<file path="src/design/i2cbcd_pkg.sv">
// Shared types and constants for the I2C BCD register access master.
// Used by the front, queue, back and top modules; no dependencies.
package i2cbcd_pkg;

  // Item classes decided by the front end
  typedef enum logic [1:0] {
    KIND_TICK  = 2'd0,
    KIND_WRITE = 2'd1,
    KIND_READ  = 2'd2,
    KIND_NOP   = 2'd3
  } kind_e;

  // Action codes on the input channel
  localparam logic [1:0] ACT_TICK  = 2'd0;
  localparam logic [1:0] ACT_WRITE = 2'd1;
  localparam logic [1:0] ACT_READ  = 2'd2;

  // Classified item passed from front to back
  typedef struct packed {
    kind_e       kind;
    logic [7:0]  reg_addr;
    logic [7:0]  bcd;
    logic        sda;
  } item_t;

  localparam int unsigned ItemW = $bits(item_t);

  // Slave address after reset
  localparam logic [6:0] DEV_ADDR_RESET = 7'd104;

  // Bus phase codes
  localparam logic [3:0] PH_IDLE     = 4'd0;
  localparam logic [3:0] PH_ST_SETUP = 4'd1;
  localparam logic [3:0] PH_ST_FALL  = 4'd2;
  localparam logic [3:0] PH_ST_HOLD  = 4'd3;
  localparam logic [3:0] PH_TX_LOW   = 4'd4;
  localparam logic [3:0] PH_TX_HIGH  = 4'd5;
  localparam logic [3:0] PH_TA_LOW   = 4'd6;
  localparam logic [3:0] PH_TA_HIGH  = 4'd7;
  localparam logic [3:0] PH_RS_PREP  = 4'd8;
  localparam logic [3:0] PH_RX_LOW   = 4'd9;
  localparam logic [3:0] PH_RX_HIGH  = 4'd10;
  localparam logic [3:0] PH_NK_LOW   = 4'd11;
  localparam logic [3:0] PH_NK_HIGH  = 4'd12;
  localparam logic [3:0] PH_SP_LOW   = 4'd13;
  localparam logic [3:0] PH_SP_RISE  = 4'd14;
  localparam logic [3:0] PH_SP_DONE  = 4'd15;

  // Byte positions within a transaction
  localparam logic [1:0] BYTE_ADDR = 2'd0;
  localparam logic [1:0] BYTE_REG  = 2'd1;
  localparam logic [1:0] BYTE_LAST = 2'd2;

  // Bits per byte, counted up to this value
  localparam logic [3:0] BITS_PER_BYTE = 4'd8;

endpackage

</file>
<file path="src/design/i2cbcd_front.sv">
// Front end: classifies an input item and packs the write value as BCD.
// Depends on i2cbcd_pkg.
module i2cbcd_front (
  input  logic [1:0]          action_i,
  input  logic [7:0]          reg_addr_i,
  input  logic [6:0]          write_value_i,
  input  logic                sda_in_i,
  output i2cbcd_pkg::item_t   item_o
);

  logic [14:0] quot_prod;
  logic [3:0]  tens;
  logic [6:0]  tens_x10;
  logic [6:0]  ones;

  // Divide by ten through the reciprocal 205/2048 (exact below 1029)
  assign quot_prod = 15'(write_value_i) * 15'd205;
  assign tens      = quot_prod[14:11];
  assign tens_x10  = {tens, 3'b000} + {2'b00, tens, 1'b0};
  assign ones      = write_value_i - tens_x10;

  // Decode the action code
  always_comb begin
    item_o.reg_addr = reg_addr_i;
    item_o.bcd      = {tens, ones[3:0]};
    item_o.sda      = sda_in_i;
    case (action_i)
      i2cbcd_pkg::ACT_TICK:  item_o.kind = i2cbcd_pkg::KIND_TICK;
      i2cbcd_pkg::ACT_WRITE: item_o.kind = i2cbcd_pkg::KIND_WRITE;
      i2cbcd_pkg::ACT_READ:  item_o.kind = i2cbcd_pkg::KIND_READ;
      default:               item_o.kind = i2cbcd_pkg::KIND_NOP;
    endcase
  end

endmodule

</file>
<file path="src/design/i2cbcd_queue.sv">
// Two-entry item queue between the front end and the bus sequencer.
// Depends on i2cbcd_pkg.
module i2cbcd_queue (
  input  logic                clk_i,
  input  logic                rst_ni,
  input  logic                push_i,
  input  i2cbcd_pkg::item_t   push_item_i,
  output logic                full_o,
  input  logic                pop_i,
  output logic                empty_o,
  output i2cbcd_pkg::item_t   head_o
);

  localparam int unsigned Depth = 2;

  i2cbcd_pkg::item_t  mem_q [Depth];
  logic               wr_ptr_q, wr_ptr_d;
  logic               rd_ptr_q, rd_ptr_d;
  logic [1:0]         count_q, count_d;
  logic               do_push, do_pop;

  assign full_o  = count_q == 2'(Depth);
  assign empty_o = count_q == 2'd0;
  assign head_o  = mem_q[rd_ptr_q];
  assign do_push = push_i && !full_o;
  assign do_pop  = pop_i && !empty_o;

  // Advance pointers and occupancy
  always_comb begin
    wr_ptr_d = do_push ? ~wr_ptr_q : wr_ptr_q;
    rd_ptr_d = do_pop ? ~rd_ptr_q : rd_ptr_q;
    count_d  = count_q + {1'b0, do_push} - {1'b0, do_pop};
  end

  always_ff @(posedge clk_i or negedge rst_ni) begin
    if (!rst_ni) begin
      wr_ptr_q <= 1'b0;
      rd_ptr_q <= 1'b0;
      count_q  <= 2'd0;
    end else begin
      wr_ptr_q <= wr_ptr_d;
      rd_ptr_q <= rd_ptr_d;
      count_q  <= count_d;
    end
  end

  // Store pushed items
  always_ff @(posedge clk_i) begin
    if (do_push) begin
      mem_q[wr_ptr_q] <= push_item_i;
    end
  end

endmodule

</file>
<file path="src/design/i2cbcd_back.sv">
// Back end: bus phase sequencer and result register with stall handling.
// Depends on i2cbcd_pkg.
module i2cbcd_back (
  input  logic                clk_i,
  input  logic                rst_ni,
  input  logic                cfg_we_i,
  input  logic [6:0]          cfg_wdata_i,
  input  logic                item_valid_i,
  input  i2cbcd_pkg::item_t   item_i,
  output logic                item_pop_o,
  output logic                out_valid_o,
  input  logic                out_stall_i,
  output logic                scl_level_o,
  output logic                sda_level_o,
  output logic                sda_drive_o,
  output logic                busy_res_o,
  output logic                done_res_o,
  output logic [7:0]          read_value_o
);

  logic [6:0] dev_addr_q;
  logic [3:0] phase_q, phase_d;
  logic [3:0] bit_cnt_q, bit_cnt_d;
  logic [1:0] byte_idx_q, byte_idx_d;
  logic [7:0] shift_q, shift_d;
  logic       is_read_q, is_read_d;
  logic [7:0] held_reg_q, held_reg_d;
  logic [7:0] held_bcd_q, held_bcd_d;
  logic [7:0] last_read_q, last_read_d;
  logic       out_valid_q;
  logic       scl_q, sda_q, drv_q, busy_q, done_q;
  logic       scl, sda, drv, done;
  logic [3:0] bit_cnt_inc;
  logic [7:0] hi_x10;
  logic       is_cmd;

  // Take an item whenever the result register is free or being drained
  assign item_pop_o  = item_valid_i && (!out_valid_q || !out_stall_i);
  assign bit_cnt_inc = bit_cnt_q + 4'd1;
  assign hi_x10      = {1'b0, shift_q[7:4], 3'b000} + {3'b000, shift_q[7:4], 1'b0};
  assign is_cmd      = item_i.kind == i2cbcd_pkg::KIND_WRITE ||
                       item_i.kind == i2cbcd_pkg::KIND_READ;

  // Line levels of the current phase
  always_comb begin
    scl = 1'b1;
    sda = 1'b1;
    drv = 1'b1;
    case (phase_q)
      i2cbcd_pkg::PH_ST_FALL: sda = 1'b0;
      i2cbcd_pkg::PH_ST_HOLD: begin
        scl = 1'b0;
        sda = 1'b0;
      end
      i2cbcd_pkg::PH_TX_LOW: begin
        scl = 1'b0;
        sda = shift_q[7];
      end
      i2cbcd_pkg::PH_TX_HIGH: sda = shift_q[7];
      i2cbcd_pkg::PH_TA_LOW: begin
        scl = 1'b0;
        drv = 1'b0;
      end
      i2cbcd_pkg::PH_TA_HIGH: drv = 1'b0;
      i2cbcd_pkg::PH_RS_PREP: scl = 1'b0;
      i2cbcd_pkg::PH_RX_LOW: begin
        scl = 1'b0;
        drv = 1'b0;
      end
      i2cbcd_pkg::PH_RX_HIGH: drv = 1'b0;
      i2cbcd_pkg::PH_NK_LOW: scl = 1'b0;
      i2cbcd_pkg::PH_SP_LOW: begin
        scl = 1'b0;
        sda = 1'b0;
      end
      i2cbcd_pkg::PH_SP_RISE: sda = 1'b0;
      default: ;
    endcase
  end

  // Sequencer next state
  always_comb begin
    phase_d     = phase_q;
    bit_cnt_d   = bit_cnt_q;
    byte_idx_d  = byte_idx_q;
    shift_d     = shift_q;
    is_read_d   = is_read_q;
    held_reg_d  = held_reg_q;
    held_bcd_d  = held_bcd_q;
    last_read_d = last_read_q;
    done        = 1'b0;
    if (is_cmd && phase_q == i2cbcd_pkg::PH_IDLE) begin
      // Latch a new command; its first phase is START setup
      held_reg_d = item_i.reg_addr;
      held_bcd_d = item_i.bcd;
      is_read_d  = item_i.kind == i2cbcd_pkg::KIND_READ;
      byte_idx_d = i2cbcd_pkg::BYTE_ADDR;
      bit_cnt_d  = 4'd0;
      shift_d    = 8'd0;
      phase_d    = i2cbcd_pkg::PH_ST_SETUP;
    end else if (item_i.kind == i2cbcd_pkg::KIND_TICK &&
                 phase_q != i2cbcd_pkg::PH_IDLE) begin
      case (phase_q)
        i2cbcd_pkg::PH_ST_SETUP: phase_d = i2cbcd_pkg::PH_ST_FALL;
        i2cbcd_pkg::PH_ST_FALL:  phase_d = i2cbcd_pkg::PH_ST_HOLD;
        i2cbcd_pkg::PH_ST_HOLD: begin
          shift_d   = {dev_addr_q, byte_idx_q == i2cbcd_pkg::BYTE_LAST};
          bit_cnt_d = 4'd0;
          phase_d   = i2cbcd_pkg::PH_TX_LOW;
        end
        i2cbcd_pkg::PH_TX_LOW: phase_d = i2cbcd_pkg::PH_TX_HIGH;
        i2cbcd_pkg::PH_TX_HIGH: begin
          shift_d   = {shift_q[6:0], 1'b0};
          bit_cnt_d = bit_cnt_inc;
          phase_d   = (bit_cnt_inc >= i2cbcd_pkg::BITS_PER_BYTE) ?
                      i2cbcd_pkg::PH_TA_LOW : i2cbcd_pkg::PH_TX_LOW;
        end
        i2cbcd_pkg::PH_TA_LOW: phase_d = i2cbcd_pkg::PH_TA_HIGH;
        i2cbcd_pkg::PH_TA_HIGH: begin
          bit_cnt_d = 4'd0;
          if (byte_idx_q == i2cbcd_pkg::BYTE_ADDR) begin
            byte_idx_d = i2cbcd_pkg::BYTE_REG;
            shift_d    = held_reg_q;
            phase_d    = i2cbcd_pkg::PH_TX_LOW;
          end else if (byte_idx_q == i2cbcd_pkg::BYTE_REG) begin
            byte_idx_d = i2cbcd_pkg::BYTE_LAST;
            if (is_read_q) begin
              phase_d = i2cbcd_pkg::PH_RS_PREP;
            end else begin
              shift_d = held_bcd_q;
              phase_d = i2cbcd_pkg::PH_TX_LOW;
            end
          end else begin
            phase_d = is_read_q ? i2cbcd_pkg::PH_RX_LOW : i2cbcd_pkg::PH_SP_LOW;
            shift_d = 8'd0;
          end
        end
        i2cbcd_pkg::PH_RS_PREP: phase_d = i2cbcd_pkg::PH_ST_SETUP;
        i2cbcd_pkg::PH_RX_LOW:  phase_d = i2cbcd_pkg::PH_RX_HIGH;
        i2cbcd_pkg::PH_RX_HIGH: begin
          shift_d   = {shift_q[6:0], item_i.sda};
          bit_cnt_d = bit_cnt_inc;
          phase_d   = (bit_cnt_inc >= i2cbcd_pkg::BITS_PER_BYTE) ?
                      i2cbcd_pkg::PH_NK_LOW : i2cbcd_pkg::PH_RX_LOW;
        end
        i2cbcd_pkg::PH_NK_LOW:  phase_d = i2cbcd_pkg::PH_NK_HIGH;
        i2cbcd_pkg::PH_NK_HIGH: phase_d = i2cbcd_pkg::PH_SP_LOW;
        i2cbcd_pkg::PH_SP_LOW:  phase_d = i2cbcd_pkg::PH_SP_RISE;
        i2cbcd_pkg::PH_SP_RISE: phase_d = i2cbcd_pkg::PH_SP_DONE;
        i2cbcd_pkg::PH_SP_DONE: begin
          if (is_read_q) begin
            last_read_d = {4'd0, shift_q[3:0]} + hi_x10;
          end
          done    = 1'b1;
          phase_d = i2cbcd_pkg::PH_IDLE;
        end
        default: phase_d = i2cbcd_pkg::PH_IDLE;
      endcase
    end
  end

  // Hold the slave address
  always_ff @(posedge clk_i or negedge rst_ni) begin
    if (!rst_ni) begin
      dev_addr_q <= i2cbcd_pkg::DEV_ADDR_RESET;
    end else if (cfg_we_i) begin
      dev_addr_q <= cfg_wdata_i;
    end
  end

  // Advance the sequencer on each taken item
  always_ff @(posedge clk_i or negedge rst_ni) begin
    if (!rst_ni) begin
      phase_q     <= i2cbcd_pkg::PH_IDLE;
      bit_cnt_q   <= 4'd0;
      byte_idx_q  <= i2cbcd_pkg::BYTE_ADDR;
      shift_q     <= 8'd0;
      is_read_q   <= 1'b0;
      held_reg_q  <= 8'd0;
      held_bcd_q  <= 8'd0;
      last_read_q <= 8'd0;
    end else if (item_pop_o) begin
      phase_q     <= phase_d;
      bit_cnt_q   <= bit_cnt_d;
      byte_idx_q  <= byte_idx_d;
      shift_q     <= shift_d;
      is_read_q   <= is_read_d;
      held_reg_q  <= held_reg_d;
      held_bcd_q  <= held_bcd_d;
      last_read_q <= last_read_d;
    end
  end

  // Result valid flag
  always_ff @(posedge clk_i or negedge rst_ni) begin
    if (!rst_ni) begin
      out_valid_q <= 1'b0;
    end else if (item_pop_o) begin
      out_valid_q <= 1'b1;
    end else if (!out_stall_i) begin
      out_valid_q <= 1'b0;
    end
  end

  // Result payload; levels of a fresh command are those of START setup
  always_ff @(posedge clk_i) begin
    if (item_pop_o) begin
      scl_q  <= (is_cmd && phase_q == i2cbcd_pkg::PH_IDLE) ? 1'b1 : scl;
      sda_q  <= (is_cmd && phase_q == i2cbcd_pkg::PH_IDLE) ? 1'b1 : sda;
      drv_q  <= (is_cmd && phase_q == i2cbcd_pkg::PH_IDLE) ? 1'b1 : drv;
      busy_q <= phase_d != i2cbcd_pkg::PH_IDLE;
      done_q <= done;
    end
  end

  assign out_valid_o  = out_valid_q;
  assign scl_level_o  = scl_q;
  assign sda_level_o  = sda_q;
  assign sda_drive_o  = drv_q;
  assign busy_res_o   = busy_q;
  assign done_res_o   = done_q;
  assign read_value_o = last_read_q;

endmodule

</file>
<file path="src/design/i2c_bcd_register_access_master.sv">
// Top level of the I2C BCD register access master: front, queue, back.
// Depends on i2cbcd_pkg, i2cbcd_front, i2cbcd_queue, i2cbcd_back.
//
//   port group   direction   handshake              payload
//   in           to block    in_valid_i/in_stall_o  action, reg_addr, write_value, sda_in
//   out          from block  out_valid_o/out_stall_i scl/sda levels, drive, busy, done, read
//   cfg          to block    cfg_we_i               cfg_wdata_i (device address)
//
// One item per clock sustained while the output is not stalled; each result passes
// the queue write, then the sequencer and result register, after its item is accepted.
// The bus sequencer advances at most one phase per taken item.
// Reset is asynchronous and active low; it empties the queue and returns to idle.
// A stalled output holds its result; the two-entry queue keeps accepting until full.
module i2c_bcd_register_access_master (
  input  logic       clk_i,
  input  logic       rst_ni,
  input  logic       cfg_we_i,
  input  logic [6:0] cfg_wdata_i,
  input  logic       in_valid_i,
  output logic       in_stall_o,
  input  logic [1:0] action_i,
  input  logic [7:0] reg_addr_i,
  input  logic [6:0] write_value_i,
  input  logic       sda_in_i,
  output logic       out_valid_o,
  input  logic       out_stall_i,
  output logic       scl_level_o,
  output logic       sda_level_o,
  output logic       sda_drive_o,
  output logic       busy_res_o,
  output logic       done_res_o,
  output logic [7:0] read_value_o
);

  i2cbcd_pkg::item_t front_item;
  i2cbcd_pkg::item_t head_item;
  logic              q_full, q_empty, q_pop;

  // Classify incoming items
  i2cbcd_front u_front (
    .action_i      (action_i),
    .reg_addr_i    (reg_addr_i),
    .write_value_i (write_value_i),
    .sda_in_i      (sda_in_i),
    .item_o        (front_item)
  );

  // Buffer classified items
  i2cbcd_queue u_queue (
    .clk_i       (clk_i),
    .rst_ni      (rst_ni),
    .push_i      (in_valid_i),
    .push_item_i (front_item),
    .full_o      (q_full),
    .pop_i       (q_pop),
    .empty_o     (q_empty),
    .head_o      (head_item)
  );

  assign in_stall_o = q_full;

  // Run the bus phases
  i2cbcd_back u_back (
    .clk_i        (clk_i),
    .rst_ni       (rst_ni),
    .cfg_we_i     (cfg_we_i),
    .cfg_wdata_i  (cfg_wdata_i),
    .item_valid_i (!q_empty),
    .item_i       (head_item),
    .item_pop_o   (q_pop),
    .out_valid_o  (out_valid_o),
    .out_stall_i  (out_stall_i),
    .scl_level_o  (scl_level_o),
    .sda_level_o  (sda_level_o),
    .sda_drive_o  (sda_drive_o),
    .busy_res_o   (busy_res_o),
    .done_res_o   (done_res_o),
    .read_value_o (read_value_o)
  );

endmodule

</file>
<file path="config.mk">
export PLATFORM = sky130hd
export DESIGN_NAME = i2c_bcd_register_access_master
export DESIGN_NICKNAME = d
export VERILOG_FILES = /design/src/design/i2cbcd_pkg.sv /design/src/design/i2cbcd_front.sv /design/src/design/i2cbcd_queue.sv /design/src/design/i2cbcd_back.sv /design/src/design/i2c_bcd_register_access_master.sv
export SDC_FILE = /design/constraint.sdc
export NUM_CORES = 1
export LEC_CHECK = 0
export BUFFER_PORTS_ARGS = -buffer_cell sky130_fd_sc_hd__buf_2
export CORE_AREA = 2 2 133 135
export DETAILED_ROUTE_END_ITERATION = 8
export DIE_AREA = 0 0 135 137
export PLACE_DENSITY = 0.57
export SLEW_MARGIN = 20
export SYNTH_ARGS = -nofsm -noshare
export SYNTH_HDL_FRONTEND = slang
export SYNTH_SLANG_ARGS = --single-unit
</file>
<file path="constraint.sdc">
create_clock -name clk_i -period 2.6 [get_ports clk_i]
set_input_delay 0 -clock clk_i [delete_from_list [all_inputs] [get_ports clk_i]]
set_output_delay 0 -clock clk_i [all_outputs]
set_load 0.01 [all_outputs]
</file>
==> results.sh, run 1 <==
export IMPL_die_h_microns=137
export IMPL_initial_core_util=0.315
export IMPL_drcViolationCount=0
export IMPL_grt_pass1_vias=3676
export IMPL_r2r_start="u_back.phase_q[3]"
export IMPL_hold_ws_ns=0.0336
export IMPL_cts_sinks=98
export IMPL_run_status="finished with violations"
export IMPL_placed_cell_area_sq_mm=0.00613
export IMPL_use_met2=0.204
export IMPL_area_growth_syn_to_layout_pct=27.7
export IMPL_synth_area_leaders="dfrtp_1, edfxtp_1, ha_1"
export IMPL_cts_root_buf="clkbuf_16"
export IMPL_cap_violations=0
export IMPL_cp_end_kind="flip-flop"
export IMPL_n_fill_cell=1605
export IMPL_startpoint_type="input pin"
export IMPL_hp_start="cfg_we_i"
export IMPL_total_power_mw=6.53
export IMPL_use_met1=0.149
export IMPL_design_area_sq_mm=0.00686
export IMPL_worstSetupPathType="input pin to flip-flop"
export IMPL_syn_area_per_cell_sq_um=11.8
export IMPL_die_width_microns=135
export IMPL_grt_busiest_layer="met2"
export IMPL_viasPerCell=4.62
export IMPL_cts_tree="built"
export IMPL_gp_congestion=0.802
export IMPL_drtAntennaViolNets=0
export IMPL_finalWorstSetupSlack_ns=-0.755
export IMPL_synth_top_cell_area_share=0.242
export IMPL_violations="negative setup slack"
export IMPL_fmax_mhz=298
export IMPL_design_die_area_sq_mm=0.0185
export IMPL_routed_wl_microns=10500
export IMPL_grt_max_degree=33
export IMPL_ys_ff_latch=98
export IMPL_rsz0062_at_grt="true"
export IMPL_setup_violations=14
export IMPL_use_met3=0.0222
export IMPL_post_route_util=0.402
export IMPL_slew_headroom=0.495
export IMPL_vias=3602
export IMPL_ir_drop_v=0.000390
export IMPL_dp_slack_ns=-1.38
export IMPL_worst_clock_skew_ns=0.0106
export IMPL_io_buffers=44
export IMPL_rows=48
export IMPL_max_slew_worst_pin_slew_ns=0.752
export IMPL_clock_path_buffers=2
export IMPL_drt_pass1_iterations=5
export IMPL_synth_edf_count=43
export IMPL_hold_viol=0
export IMPL_grt_first_pass_wirelength_microns=17500
export IMPL_place_hpwl_microns=7630
export IMPL_synth_cell_types=50
export IMPL_drt_initial_drc_count=217
export IMPL_synth_nets=545
export IMPL_core_sq_mm=0.0171
export IMPL_cp_arrival_ns=3.44
export IMPL_fin_setup_tns_ns=-4.75
export IMPL_synth_most_common_cell="dfrtp_1"
export IMPL_wl_per_cell_microns=13.4
export IMPL_worstPathRequired_ns=2.68
export IMPL_track_usage=0.119
export IMPL_grt_antenna_before_repair=0
export IMPL_leakage_nw=3.04
export IMPL_async_flop_share=0.561
export IMPL_yosys_area_top_type="dfrtp_1"
export IMPL_htreeDepth=3
export IMPL_gr_total_overflow=0
export IMPL_syn_inst=455
export IMPL_io_pins=45
export IMPL_crit_start="write_value_i[4]"
export IMPL_period_needed_ns=3.35
export IMPL_final_period_utilization=1.29
export IMPL_drive_above_1_share=0.306
export IMPL_ys_warn_count=0
export IMPL_fin_nets=640
export IMPL_clkTransAtPathRegs_ns=0.06
export IMPL_p_per_area_mw_per_mm2=951
export IMPL_yosysSeqAreaShare=0.497
export IMPL_final_cells=780
export IMPL_slew_violations=0
export IMPL_netlist_area_sq_mm=0.00537
export IMPL_dp_cells=738
export IMPL_hold_class="input pin to flip-flop"
export IMPL_cp_max_fo=3
export IMPL_n_antenna_cell=0
export IMPL_synthFlopType="dfrtp_1"
export IMPL_cts_buffers=9
export IMPL_insertion_delay_ns=0.35
export IMPL_synthTopCellsByCount="dfrtp_1, ha_1, nand2_1"
## power breakdown
part	switching (mW)	leakage [nW]	internal, mW	total [mW]
registers	0.310	1.09	2.18	2.49
clock network	0.554	0.129	0.743	1.30
logic	1.40	1.82	1.34	2.74
## layout make-up
class	count	area, sq um	area share
Clock buffer	11	233	0.0339
Multi-Input combinational cell	306	2700	0.394
Inverter	30	113	0.0164
Tap cell	225	282	0.0410
Clock inverter	5	56.3	0.00821
Timing Repair Buffer	105	807	0.118
Sequential cell	98	2670	0.389
## final timing paths
| path | end | slack, ns | cells after the start |
|---|---|---|---|
| hold / removal | u_back.dev_addr_q[2] | 0.03 | 2 |
| hold reg to reg | u_back.held_bcd_q[2] | 0.47 | 2 |
| setup / recovery | u_queue.mem_q[0][4] | -0.75 | 18 |
| max in group asynchronous | u_back.shift_q[1] | 1.78 | 3 |
| setup reg to reg | u_back.shift_q[2] | 0.24 | 6 |
| min in group asynchronous | u_back.phase_q[0] | 0.15 | 2 |
## worst max-delay path: stages
cell      delay [ns]
buf_8           0.11
ha_4            0.26
fa_1            0.40
ha_1            0.31
inv_2           0.04
fa_1            0.50
inv_2           0.05
ha_4            0.26
nand3_2         0.06
a211oi_2        0.19
o21ai_2         0.09
a21boi_2        0.15
nor2_1          0.07
xnor2_1         0.20
ha_2            0.24
xnor2_2         0.10
xnor3_1         0.24
xor2_1          0.16
## layout by cell type, fill, tap and decap left out, types with 4 or more instances in the layout
master | synthesis | layout
edfxtp_1 | 43 | 43
a21oi_2 | 1 | 4
inv_1 | 30 | 23
inv_2 | 0 | 7
buf_8 | 0 | 4
nand2_1 | 49 | 49
buf_6 | 3 | 5
a21oi_1 | 13 | 10
a21o_1 | 4 | 4
dfrtp_1 | 52 | 52
mux2i_1 | 21 | 21
o21ai_0 | 33 | 31
mux2_2 | 27 | 27
xor2_1 | 5 | 4
xnor2_1 | 10 | 8
clkbuf_16 | 0 | 9
ha_1 | 50 | 38
and3_1 | 7 | 7
nor2_1 | 24 | 23
dlygate4sd3_1 | 0 | 21
buf_4 | 0 | 36
a222oi_1 | 7 | 7
ha_4 | 0 | 11
fa_1 | 10 | 7
buf_2 | 3 | 38
## logic make-up (layout without fill, tap and decap cells)
logic type / Yosys count / count (layout) / synth area share
fa+ha+maj: 60 / 60 / 0.154
xor+xnor: 16 / 16 / 0.0286
flops: 98 / 98 / 0.497
compound gates: 78 / 78 / 0.0927
simple gates: 104 / 104 / 0.0913
mux: 48 / 48 / 0.0957
buf+inv: 51 / 151 / 0.0408
## registers in the layout, summed over array words and instances (netlist names), 2 cells and up
register and cells:
u_back.dev_addr_q 7, u_back.shift_q 8, u_queue.count_q 2, u_queue.mem_q 38
u_back.read_value_o 8, u_back.byte_idx_q 2, u_back.held_reg_q 8, u_back.bit_cnt_q 4
u_back.phase_q 4, u_back.held_bcd_q 8
## per-layer routing
metal / share of wire / up-vias
met5: 0 / -
met4: 0.014 / 0
met3: 0.043 / 13
met2: 0.50 / 72
met1: 0.45 / 1711
li1: - / 1806
## repair_timing
item	4_1_cts	5_1_grt
pin swaps	23	10
hold buffers	21	0
endpoints found under the setup margin	14	21
buffers inserted	8	3
gates resized for setup	33	15
endpoints found under the hold margin	50	0
Note: power is estimated with default switching activity, not from simulation.
==> run 2: changes to the inputs <==
--- a/config.mk
+++ b/config.mk
@@ -7,10 +7,11 @@
 export LEC_CHECK = 0
 export BUFFER_PORTS_ARGS = -buffer_cell sky130_fd_sc_hd__buf_2
-export CORE_AREA = 2 2 133 135
+export CORE_AREA = 2 2 136 138
 export DETAILED_ROUTE_END_ITERATION = 8
-export DIE_AREA = 0 0 135 137
+export DIE_AREA = 0 0 138 140
 export PLACE_DENSITY = 0.57
 export SLEW_MARGIN = 20
 export SYNTH_ARGS = -nofsm -noshare
 export SYNTH_HDL_FRONTEND = slang
+export SYNTH_HIERARCHICAL = 1
 export SYNTH_SLANG_ARGS = --single-unit
==> constraint.sdc (replaced) <==
create_clock -name clk_i -period 2.6 [get_ports clk_i]
set_input_delay 0.52 -clock clk_i [delete_from_list [all_inputs] [get_ports clk_i]]
set_output_delay 0.52 -clock clk_i [all_outputs]
set_load 0.01 [all_outputs]
==> results.sh, run 2 <==
export IMPL_slew_violations=0
export IMPL_max_slew_worst_pin_slew_ns=0.661
export IMPL_period_needed_ns=3.68
export IMPL_worstPathRequired_ns=2.69
export IMPL_violations="negative setup slack"
export IMPL_htreeDepth=3
export IMPL_grt_antenna_before_repair=0
export IMPL_ir_drop_v=0.000475
export IMPL_place_hpwl_microns=8080
export IMPL_synth_edf_count=43
export IMPL_finalWorstSetupSlack_ns=-1.08
export IMPL_core_sq_mm=0.0178
export IMPL_netlist_area_sq_mm=0.00562
export IMPL_holdBufCountCts=0
export IMPL_yosysSeqAreaShare=0.475
export IMPL_gr_total_overflow=0
export IMPL_synth_nets=535
export IMPL_setup_violations=14
export IMPL_initial_core_util=0.316
export IMPL_gp_congestion=0.798
export IMPL_mostFrequentLayoutCell="dfrtp_1"
export IMPL_p_clk_frac=0.204
export IMPL_hold_ws_ns=0.200
export IMPL_cts_buffers=9
export IMPL_rsz0062_at_grt="true"
export IMPL_slew_headroom=0.559
export IMPL_die_width_microns=138
export IMPL_ys_ff_latch=98
export IMPL_cp_max_fo=4
export IMPL_drive_above_1_share=0.357
export IMPL_clock_path_buffers=2
export IMPL_area_growth_syn_to_layout_pct=20.7
export IMPL_placed_cell_area_sq_mm=0.00633
export IMPL_design_area_sq_mm=0.00678
export IMPL_grt_max_degree=29
export IMPL_synth_top_cell_area_share=0.232
export IMPL_layout_area_seq_sq_mm=0.00267
export IMPL_total_power_mw=6.33
export IMPL_synth_cell_types=58
export IMPL_pwr_share_seq=0.402
export IMPL_synthTopCellsByCount="dfrtp_1, ha_1, mux2_2"
export IMPL_grt_first_pass_wirelength_microns=18600
export IMPL_drt_initial_drc_count=224
export IMPL_vias=3522
export IMPL_synth_most_common_cell="dfrtp_1"
export IMPL_fin_setup_tns_ns=-11.23
export IMPL_die_h_microns=140
export IMPL_path_delay_family="adder cells"
export IMPL_io_buffers=44
export IMPL_comb_power_share=0.394
export IMPL_worstSetupPathType="input pin to flip-flop"
export IMPL_drt_pass1_iterations=4
export IMPL_multi_input_area_sq_mm=0.00287
export IMPL_cp_end_kind="flip-flop"
export IMPL_async_flop_share=0.561
export IMPL_n_fill_cell=1733
export IMPL_yosys_area_top_type="dfrtp_1"
export IMPL_p_sw_frac=0.333
export IMPL_rows=49
export IMPL_cts_root_buf="clkbuf_16"
export IMPL_routed_wl_microns=10700
export IMPL_drcViolationCount=0
export IMPL_io_pins=45
export IMPL_wl_per_cell_microns=14.5
export IMPL_clkTransAtPathRegs_ns=0.07
export IMPL_worst_clock_skew_ns=0.00819
export IMPL_slowest_stage="fa_1"
export IMPL_crit_buf_inv=4
export IMPL_cts_sinks=98
export IMPL_hold_viol=0
export IMPL_viasPerCell=4.75
export IMPL_top_register="u_queue/mem_q"
export IMPL_track_usage=0.118
export IMPL_cp_arrival_ns=3.76
export IMPL_mostFrequentLayoutCells="dfrtp_1, mux2_2, edfxtp_1"
export IMPL_design_die_area_sq_mm=0.0193
export IMPL_hold_class="input pin to async pin"
export IMPL_path_cells="buf_8, ha_4, ha_4, fa_1, inv_1, fa_1, inv_1, ha_1, a21o_1, a21oi_2, o311a_4, buf_6, nand2b_4, a21oi_4, xnor3_1"
export IMPL_p_int_mw=4.23
export IMPL_synth_area_leaders="dfrtp_1, edfxtp_1, ha_1"
export IMPL_largest_register_ff_count=38
export IMPL_insertion_delay_ns=0.34
export IMPL_n_antenna_cell=0
export IMPL_grt_pass1_vias=3814
export IMPL_fin_nets=597
export IMPL_final_period_utilization=1.41
export IMPL_startpoint_type="input pin"
export IMPL_p_per_area_mw_per_mm2=934
export IMPL_cap_violations=0
export IMPL_critical_path_max_stage_delay_ns=0.48
export IMPL_netSwitchingPower_mw=2.11
export IMPL_leakage_nw=2.98
export IMPL_run_status="finished with violations"
export IMPL_drtAntennaViolNets=0
export IMPL_ys_warn_count=6
export IMPL_cts_tree="built"
export IMPL_syn_area_per_cell_sq_um=12.6
export IMPL_synthFlopType="dfrtp_1"
export IMPL_syn_inst=445
export IMPL_fmax_mhz=272
-- run 2: cell count changes after synthesis, sizes merged, moves of 7 or more --
| cell | delta |
|---|---|
| a221o | +7 |
| a222oi | -7 |
| a22o | +8 |
| buf | +17 |
| mux2 | +23 |
| mux2i | -12 |
| nand2 | -33 |
| nor2 | -12 |
| nor3 | +11 |
| o21ai | -21 |
-- run 2: area by class of cell --
type                            instances  share of cell area
Multi-Input combinational cell        284               0.423
Sequential cell                        98               0.394
Timing Repair Buffer                   83              0.0810
Tap cell                              229              0.0423
Clock buffer                           12              0.0349
Inverter                               31              0.0172
Clock inverter                          4             0.00775
-- run 2: final timing paths --
path | start | end | slack (ns) | depth (start not counted)
max | write_value_i[4] | u_queue/mem_q[1][4] | -1.08 | 15
min | rst_ni | u_back/phase_q[3] | 0.20 | 1
max reg2reg | u_back/shift_q[3] | u_back/read_value_o[6] | 0.36 | 6
min reg2reg | u_back/read_value_o[7] | u_back/read_value_o[7] | 0.49 | 1
max in group asynchronous | rst_ni | u_back/dev_addr_q[6] | 1.68 | 2
min in group clk_i | reg_addr_i[1] | u_queue/mem_q[1][10] | 0.36 | 1
-- run 2: worst register-to-register path: stages, from the launching register on --
cell     delay (ns)
dfrtp_1        0.42
fa_1           0.54
fa_1           0.47
a21o_1         0.17
a21oi_1        0.17
xnor2_1        0.08
mux2_2         0.26
-- run 2: kinds of logic (layout without fill, tap and decap cells) --
family / Yosys count / in the layout / share of synthesized area
multiplexers: 59 / 59 / 0.116
adder cells (fa/ha/maj): 60 / 60 / 0.147
AND/OR/NAND/NOR: 77 / 77 / 0.0797
XOR/XNOR: 16 / 16 / 0.0274
AO/OA/AOI/OAI: 72 / 72 / 0.0998
flip-flops: 98 / 98 / 0.475
buffers and inverters: 63 / 130 / 0.0546
-- run 2: timing repair --
item | 4_1_cts | 5_1_grt
setup endpoints to repair | 14 | 14
pin swaps | 7 | 2
buffers inserted | 2 | 3
gates resized for setup | 14 | 11
-- run 2: power by group through the flow --
stage | sequential (mW) | clock, mW | combinational, mW
global route | 2.62 | 1.41 | 2.82
finish | 2.55 | 1.29 | 2.50
floorplan | 2.40 | 0 | 1.91
global placement | 2.56 | 0 | 2.35
detailed placement | 2.58 | 0 | 2.41
CTS | 2.55 | 1.34 | 2.48
-- run 2: layer usage --
metal | wire (microns) | vias to the layer above | part of all wire | global-route usage
met3 | 368 | 11 | 0.034 | 0.0263
met5 | 0 | - | 0 | 0
met4 | 162 | 0 | 0.015 | 0.0424
met2 | 5250 | 58 | 0.49 | 0.200
met1 | 4940 | 1711 | 0.46 | 0.149
li1 | - | 1742 | - | -
-- run 2: through the flow --
step	worst slack, ns	cells	util
final	-1.08	741	0.381
after global placement	-1.54	721	0.356
after floorplan	-1.32	445	-
after CTS	-1.06	739	0.377
after detailed placement	-1.59	721	0.356
after global routing	-1.17	741	0.381
==> run 3: changes to the inputs <==
ABC_AREA = 1   (was unset)
CORE_AREA = 2 2 126 128   (was 2 2 136 138)
DIE_AREA = 0 0 128 130   (was 0 0 138 140)
PLACE_DENSITY = 0.66   (was 0.57)
clock period = 3.2 ns   (was 2.6 ns; I/O delays follow)
==> results.sh, run 3 <==
export IMPL_startpoint_type="input pin"
export IMPL_async_flop_share=0.561
export IMPL_synth_cell_types=42
export IMPL_total_power_mw=6.08
export IMPL_design_die_area_sq_mm=0.0166
export IMPL_insertion_delay_ns=0.34
export IMPL_multi_input_area_sq_mm=0.00315
export IMPL_hold_viol=0
export IMPL_core_sq_mm=0.0154
export IMPL_netSwitchingPower_mw=2.40
export IMPL_area_growth_syn_to_layout_pct=21.5
export IMPL_grt_max_degree=33
export IMPL_yosysSeqAreaShare=0.445
export IMPL_drive_above_1_share=0.264
export IMPL_cts_buffers=9
export IMPL_track_usage=0.143
export IMPL_yosys_area_top_type="dfrtp_1"
export IMPL_p_clk_frac=0.188
export IMPL_gp_congestion=0.899
export IMPL_synth_edf_count=43
export IMPL_ir_drop_v=0.000309
export IMPL_worst_clock_skew_ns=0.00843
export IMPL_critical_path_max_stage_delay_ns=0.49
export IMPL_worstSetupPathType="input pin to flip-flop"
export IMPL_grt_antenna_before_repair=1
export IMPL_slew_headroom=0.455
export IMPL_path_delay_family="adder cells"
export IMPL_drt_initial_drc_count=340
export IMPL_mostFrequentLayoutCell="nand2_1"
export IMPL_io_buffers=44
export IMPL_mostFrequentLayoutCells="nand2_1, inv_1, nor2_1, dfrtp_1, edfxtp_1"
export IMPL_crit_buf_inv=5
export IMPL_fin_nets=838
export IMPL_drtAntennaViolNets=0
export IMPL_slowest_stage="fa_1"
export IMPL_holdBufCountCts=0
export IMPL_cts_root_buf="clkbuf_16"
export IMPL_netlist_area_sq_mm=0.00600
export IMPL_htreeDepth=3
export IMPL_clock_path_buffers=2
export IMPL_synth_nets=763
export IMPL_period_needed_ns=3.90
export IMPL_p_int_mw=3.68
export IMPL_fmax_mhz=256
export IMPL_setup_violations=14
export IMPL_post_route_util=0.473
export IMPL_finalWorstSetupSlack_ns=-0.699
export IMPL_die_width_microns=128
export IMPL_p_per_area_mw_per_mm2=834
export IMPL_p_sw_frac=0.395
export IMPL_violations="negative setup slack"
export IMPL_wl_per_cell_microns=11.9
export IMPL_cts_tree="built"
export IMPL_pwr_share_seq=0.334
export IMPL_synthFlopType="dfrtp_1"
export IMPL_r2r_cells=9
export IMPL_cap_violations=0
export IMPL_rsz0062_at_grt="true"
export IMPL_io_pins=45
export IMPL_max_slew_worst_pin_slew_ns=0.816
export IMPL_synthTopCellsByCount="nand2_1, inv_1, nor2_1"
export IMPL_leakage_nw=3.69
export IMPL_synth_area_leaders="dfrtp_1, edfxtp_1, nand2_1"
export IMPL_worst_path_most_repeated_cell="nand2_2"
export IMPL_cp_max_fo=4
export IMPL_initial_core_util=0.389
export IMPL_final_period_utilization=1.22
export IMPL_slew_violations=0
export IMPL_dp_cells=923
export IMPL_syn_area_per_cell_sq_um=8.91
export IMPL_rrSetupSlack_ns=0.88
export IMPL_hold_class="input pin to async pin"
export IMPL_comb_power_share=0.479
export IMPL_vias=4310
export IMPL_clkTransAtPathRegs_ns=0.07
export IMPL_ys_warn_count=6
export IMPL_n_antenna_cell=0
export IMPL_layout_area_seq_sq_mm=0.00267
export IMPL_routed_wl_microns=11200
export IMPL_dp_slack_ns=-1.12
export IMPL_place_hpwl_microns=8330
export IMPL_run_status="finished with violations"
export IMPL_synth_top_cell_area_share=0.217
export IMPL_rows=46
export IMPL_r2r_start="u_queue/count_q[1]"
export IMPL_reg2reg_to="u_back/held_reg_q[6]"
export IMPL_final_cells=945
export IMPL_cts_sinks=98
export IMPL_syn_inst=673
export IMPL_drt_pass1_iterations=4
export IMPL_grt_pass1_vias=4244
export IMPL_top_register="u_queue/mem_q"
export IMPL_die_h_microns=130
export IMPL_fin_setup_tns_ns=-3.57
export IMPL_drcViolationCount=0
export IMPL_cp_end_kind="flip-flop"
export IMPL_n_fill_cell=1457
export IMPL_path_cells="buf_8, ha_4, ha_4, fa_1, inv_1, fa_1, inv_2, ha_4, nand2_4, inv_2, nand2_2, nand2_2, nand2_2, nand2_2, nand2_2, nand2_2, xnor2_2, inv_2, ha_4, xnor2_4, xor3_1, nand2_1, nand2_2"
export IMPL_viasPerCell=4.56
export IMPL_cp_arrival_ns=4.00
export IMPL_synth_most_common_cell="nand2_1"
export IMPL_grt_first_pass_wirelength_microns=19100
export IMPL_worstPathRequired_ns=3.31
export IMPL_gr_total_overflow=0
export IMPL_ys_ff_latch=98
export IMPL_largest_register_ff_count=38
==> run 3: cell types whose count changed in the layout (fill, tap and decap cells not counted), moves of 9 or more <==
| cell | change |
|---|---|
| nand2_2 | +17 |
| mux2_2 | -49 |
| inv_1 | +34 |
| o21ai_0 | +15 |
| nor2_1 | +41 |
| mux2i_1 | -9 |
| nand2_1 | +214 |
| inv_2 | +13 |
| mux2_4 | +10 |
| nor3_1 | -13 |
| nand3_1 | +17 |
==> run 3: power groups by stage <==
stage                     Sequential, mW  Combinational [mW]  Clock, mW
final                               2.03                2.91       1.14
after global routing                2.08                3.33       1.21
after CTS                           2.03                2.78       1.17
after detailed placement            2.05                2.64          0
after global placement              2.05                2.60          0
after floorplan                     1.98                2.09          0
==> run 3: worst register-to-register path: cells and delay by family, from the launching register on <==
family / cells / cell delay [ns]
buf+inv: 5 / 0.83
simple gates: 3 / 0.65
flops: 1 / 0.40
mux: 1 / 0.33
==> run 3: cells by family after synthesis <==
kind of cell,synth area share
AO/OA/AOI/OAI,0.0409
multiplexers,0.0307
AND/OR/NAND/NOR,0.247
XOR/XNOR,0.0202
adder cells (fa/ha/maj),0.138
buffers and inverters,0.0786
flip-flops,0.445
==> run 3: timing repair <==
| action | CTS | global route |
|---|---|---|
| resized for setup | 22 | 47 |
| setup buffers | 12 | 4 |
| pin swaps | 19 | 41 |
| setup endpoints to repair | 14 | 14 |
==> run 3: area by class of cell <==
cell class,count,share of cell area
sequential,98,0.366
timing repair buffer,85,0.0813
tap,192,0.0330
multi-input combinational,472,0.432
clock buffer,10,0.0328
clock inverter,6,0.0108
inverter,82,0.0432
==> run 3: worst max-delay path by stage <==
stage | from | to | slack (ns) | cells past startpoint
after floorplan | write_value_i[4] | u_queue/mem_q[0][4] | -0.76 | 22
after global placement | write_value_i[4] | u_queue/mem_q[0][4] | -1.03 | 23
after detailed placement | write_value_i[4] | u_queue/mem_q[0][4] | -1.12 | 23
after CTS | write_value_i[4] | u_queue/mem_q[1][4] | -0.72 | 23
after global routing | write_value_i[4] | u_queue/mem_q[0][4] | -0.86 | 23
final | write_value_i[4] | u_queue/mem_q[0][4] | -0.70 | 23
==> run 3: per-stage QoR <==
step | hold WS (ns) | area [sq um]
floorplan | 0.344 | 6100
global placement | 0.451 | 6660
detailed placement | 0.455 | 6660
CTS | 0.388 | 7150
global route | 0.410 | 7290
finish | 0.351 | 7290
==> run 3: routing by layer <==
layer | wire length [microns] | vias up | part of all wire | GRT usage
met2 | 5700 | 66 | 0.51 | 0.257
met3 | 359 | 21 | 0.032 | 0.0316
met1 | 4950 | 1941 | 0.44 | 0.169
met4 | 191 | 2 | 0.017 | 0.0524
li1 | - | 2280 | - | -
met5 | 13 | - | 0.0012 | 0
